$ cat src/rtl/core/pds_ram.sv
module pds_ram #(
  parameter int W     = 8,
  parameter int DEPTH = 16,
  parameter int AW    = $clog2(DEPTH)
) (
  input  logic          clk,
  input  logic          we,
  input  logic [AW-1:0] waddr,
  input  logic [W-1:0]  wdata,
  input  logic          re,
  input  logic [AW-1:0] raddr,
  output logic [W-1:0]  rdata
);

  logic [W-1:0] mem [DEPTH];

  always_ff @(posedge clk) begin
    if (we) begin
      mem[waddr] <= wdata;
    end
    if (re) begin
      rdata <= mem[raddr];
    end
  end

endmodule

$ cat config.mk
export PLATFORM = sky130hd
export DESIGN_NAME = pds_ram
export DESIGN_NICKNAME = d
export VERILOG_FILES = /design/src/rtl/core/pds_ram.sv
export SDC_FILE = /design/constraint.sdc
export NUM_CORES = 1
export LEC_CHECK = 0
export BUFFER_PORTS_ARGS = -buffer_cell sky130_fd_sc_hd__buf_2
export CAP_MARGIN = 20
export CORE_ASPECT_RATIO = 1.25
export CORE_MARGIN = 4
export CORE_UTILIZATION = 60
export CTS_CLUSTER_SIZE = 30
export DETAILED_ROUTE_END_ITERATION = 8
export PLACE_DENSITY = 0.83
export SYNTH_ARGS = -nofsm -noshare
export SYNTH_HDL_FRONTEND = slang
export SYNTH_SLANG_ARGS = --single-unit
$ cat constraint.sdc
create_clock -name clk -period 2.2 [get_ports clk]
set_input_delay 0.33 -clock clk [delete_from_list [all_inputs] [get_ports clk]]
set_output_delay 0.33 -clock clk [all_outputs]
set_load 0.02 [all_outputs]
==> results of run 1 <==
[Yosys cell counts]
master / count / share of area (%)
a22oi_1: 16 / 2.3
and2_1: 1 / 0.12
and2b_1: 1 / 0.14
buf_2: 3 / 0.29
buf_4: 1 / 0.14
buf_6: 3 / 0.65
clkdlybuf4s25_2: 3 / 0.57
edfxtp_1: 136 / 78
mux4_1: 14 / 7.0
mux4_2: 18 / 7.8
nand2_1: 9 / 0.65
nand2b_1: 2 / 0.24
nand3_1: 1 / 0.096
nand3b_1: 2 / 0.29
nor2_1: 13 / 0.93
nor2b_1: 1 / 0.12
nor3_1: 4 / 0.38
or3b_2: 1 / 0.17
[sequential cells by signal, indices dropped and copies added (netlist names)]
name,count
rdata,8
mem,128
[power by group]
part	leakage, nW	switching, W	internal [W]
combinational	0.598	0.000163	0.000119
sequential	1.24	0.0000153	0.00292
clock	0.281	0.000975	0.00181
total	2.12	0.00115	0.00485
[final cells by class]
type                    instances  area (sq um)  area share (%)
repair buffers                 47         325.3           5.254
flip-flops and latches        136          4084           65.95
multi-input cells              83          1057           17.07
clock buffers                  19         421.7           6.809
clock inverters                12         157.7           2.546
well taps                     117         146.4           2.364
[path summary, 6_finish.rpt]
kind / to / from / cells past startpoint / slack, ns
worst max-delay path: rdata[0] / mem[3][0] / 3 / 0.68
worst min-delay path: rdata[5] / re / 1 / 0.17
worst max register to register: rdata[0] / mem[3][0] / 3 / 0.68
worst min register to register: rdata[1] / mem[14][1] / 3 / 0.75
[stage by stage]
step	instance area (sq um)	worst slack, ns	utilization (%)	std cells
2_1_floorplan	5228	0.3771	-	229
3_3_place_gp	5613	0.2665	66.99	383
3_5_place_dp	5613	0.2338	66.99	383
4_1_cts	6192	0.6691	73.90	414
5_1_grt	6192	0.6263	73.90	414
6_report	6192	0.6769	73.90	414
[routing by layer]
layer	track usage [%]	share of wire [%]	vias to the layer above	wire [um]
met5	0	0	-	0
met4	10.26	1.8	0	178
met3	6.434	6.5	17	654
met2	34.28	52	131	5227
met1	27.81	40	1301	3971
li1	-	-	1093	-
[cell families after synthesis]
family                 Yosys count  synth area share (%)
buffers and inverters           10                 1.651
AO/OA/AOI/OAI                   16                 2.298
flip-flops                     136                 78.12
AND/OR/NAND/NOR                 35                 3.136
multiplexers                    32                 14.79
==> impl_metrics.toml, run 1 <==
[final_layout]
fillers = 461
drive_gt1_share_pct = 30.64
antennaDiodeCount = 0
final_nets = 304
syn_to_final_growth_pct = 18.45
final_common_cell = "edfxtp_1"
final_cell_mix = "edfxtp_1, buf_2, mux4_2, buf_4"

[setup_path]
start_kind = "register"
path_buf_inv = 0
crit_path_end_kind = "register"
worst-setup-path-type = "reg -> reg"
worstPathCellList = "mux4_1 -> a22oi_1 -> nand2_1"
crit_path_max_incr_delay_ns = 0.51
cp_max_fo = 1
crit_slowest_cell = "mux4_1"
critical_path.top_delay_family = "multiplexers"
required_ns = 2.48
cp.arrival_ns = 1.81

[global_routing]
grt_pass1_vias = 2657
track_usage_pct = 21.67
grt_max_degree = 33
gr-total-overflow = 0
antenna_found_initial = 0
grt_pass1_wl_mm = 15.54

[timing]
slew_viol_final = 0
skew_ns = 0.009640
hold_viol_final = 0
min_period_over_period_pct = 69.23
slew_headroom_pct = 74.47
hold_slack_ns = 0.1662
rsz0062_at_grt = "no"
fin_crit_ns = 1.523
setup_tns_ns = 0
fmax_mhz = 656.6
setup-violations-final = 0
worst_pin_slew_ns = 0.3829

[detailed_routing]
postRouteAntennaNets = 0
via_per_inst = 6.140
vias = 2542
drt_wl_total_mm = 10.03
drc_errors = 0
dr.pass1.iters = 4
drtIter0Drc = 268
wire_per_inst_um = 24.23

[placed_design]
dp_hpwl_mm = 6.063
port_buffers = 26
gp_congestion = 0.7629

[synth]
yosysWarnings = 0
synth_cell_types = 18
ys_seq_elements = 136
syn-num-nets = 248
synth-seq-area-share_pct = 78.12
syn_inst = 229
syn-cell-area_sq_um = 5228
syn_avg_cell_area_sq_um = 22.83

[floorplan]
start_util_pct = 62.39
rows = 37
die_x_um = 91.49
ios = 27
die_area_sq_um = 10280
dieHeight_um = 112.4
core-area_sq_um = 8379

[cts]
numCtsBuffers = 17
clk_latency_ns = 0.53
cts_max_path_buffers = 2
cts_sinks = 136
hold_buffers = 0
cts_tree = "yes"
cts-root-buf = "clkbuf_8"
post-cts-setup-buffers = 0
htreeDepth = 4
clk_pin_slew_ns = 0.06
cts_resized = 0

[run]
cap_violations = 0

[power]
cellPowerDensity_nw_per_um2 = 969.3
totalPowerFinal_w = 0.006002
max-vdd-ir-drop_uv = 698.7
leakage_nw = 2.115

[hold_path]
min_path_type = "in -> reg"

[outcome]
status = "complete, no violations"
No activity file was read; power rests on OpenSTA's default activity.
==> inputs of run 2 (changes only) <==
Settings changed: ABC_AREA set to 1, CORE_UTILIZATION 60 to 55, PLACE_DENSITY 0.83 to 0.8.
Clock period 2.2 ns to 1.35 ns, I/O delays scaled along.
==> run 2 against run 1 <==
  * Global-route usage grew 1.4 points
  * Routed wire length grew 30%
  * Worst hold slack lost 0.0065 ns
  * Clock skew shrank 0.0028 ns
  * First-iteration DRC count grew 19%
  * Design area grew 8.1%
  * Area after synthesis grew 12%
  * Synthesized cell count grew 140%
  * Cell count grew 79%
==> impl_metrics.toml, run 2 <==
[detailed_routing]
drtIter0Drc = 318
postRouteAntennaNets = 0
drt_wl_total_mm = 13.04
vias = 3906
dr.pass1.iters = 7
via_per_inst = 5.286
drc_errors = 0
wire_per_inst_um = 17.65

[placed_design]
place_area_sq_um = 6197
placed_cells = 707
port_buffers = 26
place_ws_ns = -0.1045
dp_hpwl_mm = 8.079
gp_congestion = 0.8888

[global_routing]
busiest_layer = "met2"
antenna_found_initial = 0
grt_pass1_wl_mm = 20.67
grt_max_degree = 65
use_met1_pct = 28.97
gr-total-overflow = 0
met2_usage_pct = 37.27
track_usage_pct = 23.08
grt_pass1_vias = 3938
met3_usage_pct = 6.546

[synth]
synth_area_leader_cell = "edfxtp_1"
syn_avg_cell_area_sq_um = 10.61
synth_cell_types = 11
synth-edff-count = 136
syn-num-nets = 570
netlist_top_cells_count = "nand2_1, edfxtp_1, inv_1"
yosysWarnings = 0
yosys.area_share.simple_pct = 20.76
synthAdderAreaFrac_pct = 0
muxShareOfSynthArea_pct = 0
syn_inst = 551
synth-compound-area-share_pct = 0
ys_async_sr_fraction_pct = 0
synth_ff_type = "edfxtp_1"
synth_top_family_by_area = "simple AND/OR/NAND/NOR gates"
synthDominantCellAreaShare_pct = 69.85
synth-seq-area-share_pct = 69.85
yosysMostFrequentCell = "nand2_1"
synth_area_leaders = "edfxtp_1, nand2_1, nand3_1"
ys_seq_elements = 136
syn-cell-area_sq_um = 5847
synthXorXnorAreaFrac_pct = 0

[final_layout]
largest_register_ffs = 128
reg_top3 = "mem x128, rdata x8"
regMostFlops = "mem"
final_common_cell = "nand2_1"
drive_gt1_share_pct = 12.62
syn_to_final_growth_pct = 14.51
final_nets = 616
final_cell_mix = "nand2_1, edfxtp_1, inv_1"
antennaDiodeCount = 0
fin_util_pct = 65.26
stdcell_area_sq_um = 6695
fin_cells = 739

[timing]
slew_headroom_pct = 57.35
hold_viol_final = 0
fmax_mhz = 819.6
worst_pin_slew_ns = 0.6389
rsz0062_at_grt = "no"
slew_viol_final = 0
setup_ws_ns = 0.1299
skew_ns = 0.006835
min_period_over_period_pct = 90.37
fin_crit_ns = 1.220
setup-violations-final = 0

[power]
cellPowerDensity_nw_per_um2 = 1389
max-vdd-ir-drop_uv = 917.4
leakage_nw = 2.910

[setup_path]
cp_max_fo = 1
crit_path_max_incr_delay_ns = 0.42
worst-setup-path-type = "reg -> out"
worstPathCellList = "buf_2"
start_kind = "register"
crit_path_end_kind = "output pin"
crit_slowest_cell = "edfxtp_1"
path_buf_inv = 1
required_ns = 1.15
critical_path.top_delay_family = "flip-flops"
cp.arrival_ns = 1.02

[floorplan]
core-area_sq_um = 10260
ios = 27
die_area_sq_um = 12350
start_util_pct = 56.99
die_x_um = 100.2
dieHeight_um = 123.3
rows = 41

[cts]
cts-root-buf = "clkbuf_16"
hold_buffers = 0
numCtsBuffers = 17
cts_sinks = 136
htreeDepth = 4
clk_latency_ns = 0.41
cts_tree = "yes"
post-cts-setup-buffers = 0
cts_resized = 0
cts_max_path_buffers = 2
clk_pin_slew_ns = 0.06

[run]
cap_violations = 0

[outcome]
status = "complete, no violations"

[hold_path]
min_path_type = "in -> reg"
run 2: changes by cell type in the layout (fill, tap and decap cells not counted), moves of 4 or more:
cell       previous run  this run
inv_1                 0       100
mux4_1               14         0
nand3_1               1        97
nor3_1                4         0
nand2_1               9       173
a22oi_1              16         0
nor2_1               13        17
bufinv_16             4         0
mux4_2               18         0
buf_4                18        22
run 2: kinds of logic (layout without fill, tap and decap cells):
group / Yosys count / in the layout
simple gates: 289 / 289
buf+inv: 126 / 185
flops: 136 / 136
run 2: layout make-up:
cell class / instances / area (sq um)
Fill cell: 775 / 3565
Sequential cell: 136 / 4084
Clock buffer: 20 / 436.7
Timing Repair Buffer: 51 / 355.3
Multi-Input combinational cell: 289 / 1214
Tap cell: 129 / 161.4
Inverter: 102 / 382.9
Clock inverter: 12 / 61.31
run 2: worst reg2reg max path, delay by kind of cell, from the launching register on:
| kind | cells | cell delay (ns) |
|---|---|---|
| AND/OR/NAND/NOR | 5 | 0.51 |
| buffers and inverters | 1 | 0.06 |
| flip-flops | 1 | 0.35 |
run 2: worst paths after layout:
path	end	start	cells after the start	slack, ns
worst max-delay path	rdata[6]	rdata[6]	1	0.13
worst min-delay path	rdata[1]	re	1	0.16
worst max register to register	rdata[6]	mem[13][6]	6	0.18
worst min register to register	rdata[0]	mem[10][0]	6	0.74
run 2: report_power, final:
group | internal (W) | switching, W | leakage, nW
sequential | 0.00476 | 0.0000269 | 1.24
clock | 0.00229 | 0.00161 | 0.237
combinational | 0.000180 | 0.000431 | 1.44
run 2: routing by layer:
layer	vias to the layer above	wire, um
li1	1871	-
met1	1886	5321
met2	125	6592
met3	24	765
met4	0	363
met5	-	0
run 2: metrics by stage:
| step | hold slack [ns] | setup TNS (ns) | total power (W) |
|---|---|---|---|
| after CTS | 0.1366 | 0 | 0.009359 |
| after global placement | 0.5628 | -0.3697 | 0.005460 |
| after floorplan | 0.3014 | 0 | 0.005226 |
| after global routing | 0.1431 | 0 | 0.009643 |
| after detailed placement | 0.5755 | -0.4693 | 0.005476 |
| final | 0.1596 | 0 | 0.009300 |
