`config.mk`:
```
export PLATFORM = sky130hd
export DESIGN_NAME = pds_result_buf
export DESIGN_NICKNAME = d
export VERILOG_FILES = /design/src/rtl/core/pds_pkg.sv /design/src/rtl/core/pds_result_buf.sv
export SDC_FILE = /design/constraint.sdc
export NUM_CORES = 1
export LEC_CHECK = 0
export ABC_AREA = 1
export BUFFER_PORTS_ARGS = -buffer_cell sky130_fd_sc_hd__buf_2
export CAP_MARGIN = 20
export CORE_MARGIN = 5
export CORE_UTILIZATION = 30
export CTS_BUF_LIST = sky130_fd_sc_hd__clkbuf_4 sky130_fd_sc_hd__clkbuf_8
export DETAILED_ROUTE_END_ITERATION = 7
export PLACE_DENSITY_LB_ADDON = 0.05
export SLEW_MARGIN = 40
export SYNTH_ARGS = -nofsm -noshare
export SYNTH_HDL_FRONTEND = slang
export SYNTH_SLANG_ARGS = --single-unit
```
`constraint.sdc`:
```
create_clock -name clk -period 2.05 [get_ports clk]
set_clock_uncertainty 0.1 [all_clocks]
set_input_delay 0.205 -clock clk [delete_from_list [all_inputs] [get_ports clk]]
set_output_delay 0.205 -clock clk [all_outputs]
set_load 0.05 [all_outputs]
```
`src/rtl/core/pds_pkg.sv`:
```
package pds_pkg;

  typedef struct packed {
    logic        command;
    logic [15:0] event_id;
    logic [1:0]  event_priority;
    logic [7:0]  event_duration;
    logic [1:0]  event_target;
  } in_t;

  typedef struct packed {
    logic [1:0]  result_kind;
    logic [1:0]  device;
    logic [15:0] done_id;
    logic [1:0]  done_priority;
    logic        last;
  } out_t;

  // result buffer control: push one item, or close the group (marks last)
  typedef struct packed {
    logic push;
    logic fin;
  } rb_ctl_t;

  localparam logic CMD_LOAD = 1'b0;
  localparam logic CMD_TICK = 1'b1;

  localparam logic [1:0] KIND_DONE      = 2'd0;
  localparam logic [1:0] KIND_SVC_FULL  = 2'd1;
  localparam logic [1:0] KIND_PEND_FULL = 2'd2;

  localparam logic [1:0] DEV_CPU = 2'd0;
  localparam logic [1:0] DEV_IO  = 2'd1;
  localparam logic [1:0] DEV_NET = 2'd2;

  localparam logic [1:0] TGT_CPU = 2'd1;
  localparam logic [1:0] TGT_IO  = 2'd2;

endpackage

```
`src/rtl/core/pds_result_buf.sv`:
```
module pds_result_buf (
  input  logic            clk,
  input  logic            rst_n,
  input  pds_pkg::rb_ctl_t ctl,
  input  pds_pkg::out_t   item,
  output logic            rdy,
  output logic            out_valid,
  input  logic            out_stall,
  output pds_pkg::out_t   out_data
);
  import pds_pkg::*;

  // one item is held back until the next one (or the end) shows whether it is last
  logic hold_v_r, hold_v_nxt;
  out_t hold_r, hold_nxt;
  logic out_v_r, out_v_nxt;
  out_t out_r, out_nxt;
  logic out_free;

  assign out_free = !out_v_r || !out_stall;
  assign rdy      = !hold_v_r || out_free;

  always_comb begin
    hold_v_nxt = hold_v_r;
    hold_nxt   = hold_r;
    out_v_nxt  = out_v_r && out_stall;
    out_nxt    = out_r;
    if (ctl.push && rdy) begin
      if (hold_v_r) begin
        out_nxt      = hold_r;
        out_nxt.last = 1'b0;
        out_v_nxt    = 1'b1;
      end
      hold_nxt   = item;
      hold_v_nxt = 1'b1;
    end else if (ctl.fin && rdy && hold_v_r) begin
      out_nxt      = hold_r;
      out_nxt.last = 1'b1;
      out_v_nxt    = 1'b1;
      hold_v_nxt   = 1'b0;
    end
  end

  always_ff @(posedge clk) begin
    if (!rst_n) begin
      hold_v_r <= 1'b0;
      out_v_r  <= 1'b0;
    end else begin
      hold_v_r <= hold_v_nxt;
      out_v_r  <= out_v_nxt;
    end
    hold_r <= hold_nxt;
    out_r  <= out_nxt;
  end

  assign out_valid = out_v_r;
  assign out_data  = out_r;

endmodule

```
==> impl_metrics.yaml, run 1 <==
sta:
  fin_setup_tns_ns: 0
  rsz0062_at_grt: "false"
  max_slew_margin_pct: 75.61
  period_minus_slack_ns: 1.481
  fmax_ghz: 0.6752
  setup_viol: 0
  tightest_slew_ns: 0.3655
  slew_violations: 0
  fin_crit_sh_pct: 72.25
  hold_violations: 0
global_route:
  grt_remaining_overflow: 0
  track_usage_pct: 8.581
  antenna_found_initial: 0
  grt_pass1_vias: 821
  grt_pass1_wl_mm: 3.857
  grt_max_degree: 23
placement:
  io_buffers: 51
  place_congestion: 0.7059
  hpwl_mm: 1.710
power:
  powerDensity_nw_per_um2: 871.7
  power.total_w: 0.001824
  p_seq_share_pct: 61.5
  irDropWorstVdd_v: 0.0003984
  switching_share_pct: 23.03
  combPwrFrac_pct: 10.5
  clkPwrFrac_pct: 28.0
  p_sw_w: 0.0004200
  p_int_w: 0.001404
  power.leakage_nw: 0.8275
worst_setup_path:
  path_cells: "nand3_2 > nand2_1 > inv_1 > buf_4"
  crit_path_end_kind: "flop"
  critPathBufInv: 2
  critPathRequiredTime_ns: 1.95
  cpPeakStageDelay_ns: 0.35
  cp.arrival_ns: 1.38
  path_delay_family: "buffers and inverters"
  crit_fanout: 9
  worstSetupPathType: "reg -> reg"
  r2r_setup_slack_ns: 0.57
  cp-start-kind: "flop"
  slowest_stage: "dfxtp_1"
floorplanning:
  fp.coreArea_um2: 4692
  die-area_um2: 6319
  initial_utilization_pct: 30.88
  io_pins: 53
  placementRows: 25
  fp.dieW_um: 79.50
  die_h_um: 79.50
cells_and_area:
  fill_cells: 432
  insertedDiodeCount: 0
  area_delta_synth_final_pct: 44.39
  fin_nets: 169
  layout-drive-gt1-share_pct: 43.97
synth:
  yosysSeqAreaShare_pct: 96.03
  syn_inst: 58
  synth.top_cells.by_count: "45 x edfxtp_1, 4 x nand2_1, 3 x inv_1, 2 x dfxtp_1"
  synth_area_um2: 1449
  post-synth-top-count-cell: "edfxtp_1"
  synthTopCellsByArea: "edfxtp_1 93%, dfxtp_1 2.8%, nand2_1 1.0%"
  synth_edf_count: 45
  yosys.area.top_type: "edfxtp_1"
  synth_top_cell_area_share_pct: 93.26
  synth-seq-cells: 47
  synth_cell_types: 8
  synth_nets: 86
  yosys_warnings: 0
  synth_top_flop_cell: "edfxtp_1"
  async_flop_share_pct: 0
  avgSynthCellArea_um2: 24.98
drt:
  viasPerCell: 3.969
  wl_mm: 2.512
  drc: 0
  antenna_left: 0
  wl_per_cell_um: 12.88
  vias: 774
  drt-initial-drc-count: 19
  dr.pass1.iters: 2
clock_tree:
  clock_sinks: 47
  tritoncts: "yes"
  cts_resized: 0
  root_buffer: "clkbuf_8"
  cts-htree-levels: 2
  cts.clk_slew.worst_paths_ns: 0.08
  numCtsBuffers: 5
  clk_latency_ns: 0.29
  ctsLongestPathBuffers: 2
run:
  drv_cap: 0
worst_hold_path:
  worstHoldPathType: "in -> reg"
outcome:
  status: "completed"
-- layer usage --
layer / share of wire, % / vias to the layer above / global-route usage [%]
met1: 41 / 348 / 9.625
li1: - / 386 / -
met3: 10 / 5 / 5.079
met5: 0 / - / 0
met2: 47 / 35 / 12.69
met4: 2.1 / 0 / 4.639
-- cell usage in the layout (no fill, tap or decap), drive strengths merged --
cell type	n
dlygate4sd3	22
buf	54
nand2	4
dfxtp	2
inv	3
o211ai	1
clkbuf	5
a21oi	2
nand3	1
clkinv	2
edfxtp	45
-- registers in the layout (all words and copies together), names as in the netlist --
name	cells
out_data	23
hold_r	22
hold_v_r	1
out_valid	1
-- path summary, 6_finish.rpt --
path | endpoint | startpoint | depth (start not counted)
hold / removal | hold_v_r | rst_n | 3
setup / recovery | hold_r[3] | hold_v_r | 4
setup reg to reg | hold_r[3] | hold_v_r | 4
hold reg to reg | out_data[14] | hold_r[14] | 0
-- kinds of logic after synthesis --
kind of cell / count (synthesis) / share of synthesized area [%]
flip-flops: 47 / 96.03
AND/OR/NAND/NOR: 5 / 1.727
AO/OA/AOI/OAI: 3 / 1.468
buffers and inverters: 3 / 0.7771
-- area by class of cell --
class	instances	area [µm²]	share of cell area, %
Clock buffer	5	68.82	3.289
Clock inverter	2	8.758	0.4187
Inverter	3	11.26	0.5383
Multi-Input combinational cell	8	46.29	2.213
Sequential cell	47	1391	66.51
Tap cell	54	67.56	3.230
Timing Repair Buffer	76	498.0	23.80
-- stage by stage --
step | hold slack (ns) | instances | area [µm²] | util (%) | setup WS [ns]
3_3_place_gp | 0.2817 | 166 | 1794 | 38.24 | 0.6024
5_1_grt | 0.05862 | 195 | 2092 | 44.59 | 0.4823
4_1_cts | 0.05240 | 195 | 2092 | 44.59 | 0.5413
2_1_floorplan | 0.2039 | 58 | 1449 | - | 0.08186
6_report | 0.05541 | 195 | 2092 | 44.59 | 0.5689
3_5_place_dp | 0.2831 | 166 | 1794 | 38.24 | 0.5513
-- power groups by stage --
stage / clock network [W] / logic, W / registers, W
after floorplan: 0 / 0.0000222 / 0.00122
after global placement: 0 / 0.000160 / 0.00114
after detailed placement: 0 / 0.000163 / 0.00114
after CTS: 0.000539 / 0.000196 / 0.00112
after global routing: 0.000577 / 0.000205 / 0.00113
final: 0.000511 / 0.000192 / 0.00112
-- worst reg2reg max path, delay by kind of cell (launching register included) --
kind | cells | cell delay [ns]
simple gates | 2 | 0.20
flops | 1 | 0.35
buf+inv | 2 | 0.55
-- timing repair --
action / 4_1_cts / 5_1_grt
hold buffers: 22 / 0
setup buffers: 0 / 0
endpoints found under the hold margin: 22 / 0
No activity file was read; power rests on OpenSTA's default activity.
==> inputs of run 2 (changes only) <==
==> constraint.sdc (replaced) <==
create_clock -name clk -period 1.4 [get_ports clk]
set_clock_uncertainty 0.1 [all_clocks]
set_input_delay 0.14 -clock clk [delete_from_list [all_inputs] [get_ports clk]]
set_output_delay 0.14 -clock clk [all_outputs]
set_load 0.05 [all_outputs]
==> run 2 against run 1 <==
  * Combinational power is 58% higher
  * Power is 59% higher
  * Non-clock buffer count is 3 higher
  * Sequential share of layout area is 2.9 points lower
  * Register-to-register slack worse by 0.42 ns
  * Critical endpoint is now rdy
  * Highest routed layer unchanged
==> impl_metrics.yaml, run 2 (synthesized netlist as in run 1, its figures left out) <==
worst_hold_path:
  hold_depth: 4
  worstHoldStart: "ctl[0]"
  worstHoldPathType: "in -> reg"
sta:
  fin_crit_sh_pct: 90.84
  setup_ws_ns: 0.1283
  slew_violations: 0
  max_slew_margin_pct: 82.79
  fin_setup_tns_ns: 0
  tightest_slew_ns: 0.2599
  period_minus_slack_ns: 1.272
  setup_viol: 0
  rsz0062_at_grt: "false"
  fmax_ghz: 0.7864
  hold_violations: 0
cells_and_area:
  largest_reg_flops: 23
  fill_cells: 426
  fin_area_um2: 2193
  layout-drive-gt1-share_pct: 47.92
  utilization_pct: 46.75
  insertedDiodeCount: 0
  final_cell_mix: "51 x buf_2, 45 x edfxtp_1, 23 x dlygate4sd3_1"
  fin_nets: 172
  area_delta_synth_final_pct: 51.38
  multi_input_comb_area_um2: 61.31
  final_common_cell: "buf_2"
  seqCellArea_um2: 1395
worst_setup_path:
  crit_path_end_kind: "output port"
  startpoint: "hold_v_r"
  worstSetupPathType: "reg -> out"
  cp-start-kind: "flop"
  cpPeakStageDelay_ns: 0.41
  crit_fanout: 3
  worstRegToRegCells: 4
  slowest_stage: "dfxtp_1"
  cp.arrival_ns: 1.03
  worstReg2RegStart: "out_valid"
  critPathRequiredTime_ns: 1.16
  path_cells: "nand3_4 > buf_2"
placement:
  hpwl_mm: 1.784
  place_congestion: 0.6273
  placed_area_um2: 1857
  dp_slack_ns: 0.1539
  io_buffers: 51
clock_tree:
  cts_setup_buffers: 0
  cts-htree-levels: 2
  cts.clk_slew.worst_paths_ns: 0.08
  ctsLongestPathBuffers: 2
  tritoncts: "yes"
  clk_latency_ns: 0.28
  root_buffer: "clkbuf_8"
  numCtsBuffers: 5
  clock_sinks: 47
floorplanning:
  initial_utilization_pct: 30.88
  fp.dieW_um: 79.50
  fp.coreArea_um2: 4692
  die-area_um2: 6319
  placementRows: 25
  die_h_um: 79.50
  io_pins: 53
power:
  power.total_w: 0.002901
  power.leakage_nw: 0.8565
  powerDensity_nw_per_um2: 1323
  irDropWorstVdd_v: 0.0005052
global_route:
  grtUsageMet3_pct: 4.176
  antenna_found_initial: 0
  grt_pass1_vias: 815
  track_usage_pct: 8.514
  grt_pass1_wl_mm: 3.850
  met1_usage_pct: 9.781
  busiest_layer: "met2"
  grt_remaining_overflow: 0
  grt_max_degree: 14
  gr-usage-met2_pct: 13.19
drt:
  drc: 0
  antenna_left: 0
  drt-initial-drc-count: 11
  wl_mm: 2.508
  wl_per_cell_um: 12.67
  viasPerCell: 3.990
  vias: 790
  dr.pass1.iters: 2
run:
  drv_cap: 0
outcome:
  status: "completed"
==> run 2: routing by layer <==
metal  vias to the layer above  part of all wire [%]  wire length, µm
met5                         -                     0                0
met4                         0                   1.8               46
met3                         5                   8.8              221
met2                        34                    47             1190
met1                       360                    42             1049
li1                        391                     -                -
==> run 2: report_power, final <==
| group | total (W) | leakage [nW] | internal, W | switching, W |
|---|---|---|---|---|
| logic | 0.000304 | 0.356 | 0.000115 | 0.000189 |
| clock network | 0.000953 | 0.0547 | 0.000543 | 0.000411 |
| registers | 0.00164 | 0.446 | 0.00162 | 0.0000191 |
==> run 2: repair_timing <==
item	in CTS	in global routing
hold buffers	23	0
hold endpoints to repair	23	0
resized for setup	0	0
==> run 2: final cells by class <==
class	instances	share of cell area, %
clock buffers	6	3.480
clock inverters	1	1.369
inverters	3	0.6845
multi-input cells	8	2.795
flip-flops and latches	47	63.61
well taps	54	3.080
repair buffers	79	24.99
==> run 2: critical path: cells and delay by family, from the launching register on <==
family / cells / cell delay [ns]
flops: 1 / 0.41
buf+inv: 1 / 0.23
simple gates: 1 / 0.11
==> run 2: path summary, 6_finish.rpt <==
path                   to  slack, ns
min reg2reg   out_data[7]       0.32
min              hold_v_r       0.03
max reg2reg  out_data[11]       0.15
max                   rdy       0.13
==> run 2: through the flow <==
step                std cells  hold WS (ns)
floorplan                  58        0.1389
global placement          168        0.2162
detailed placement        168        0.2182
CTS                       198       0.02966
global route              198       0.03692
finish                    198       0.03500
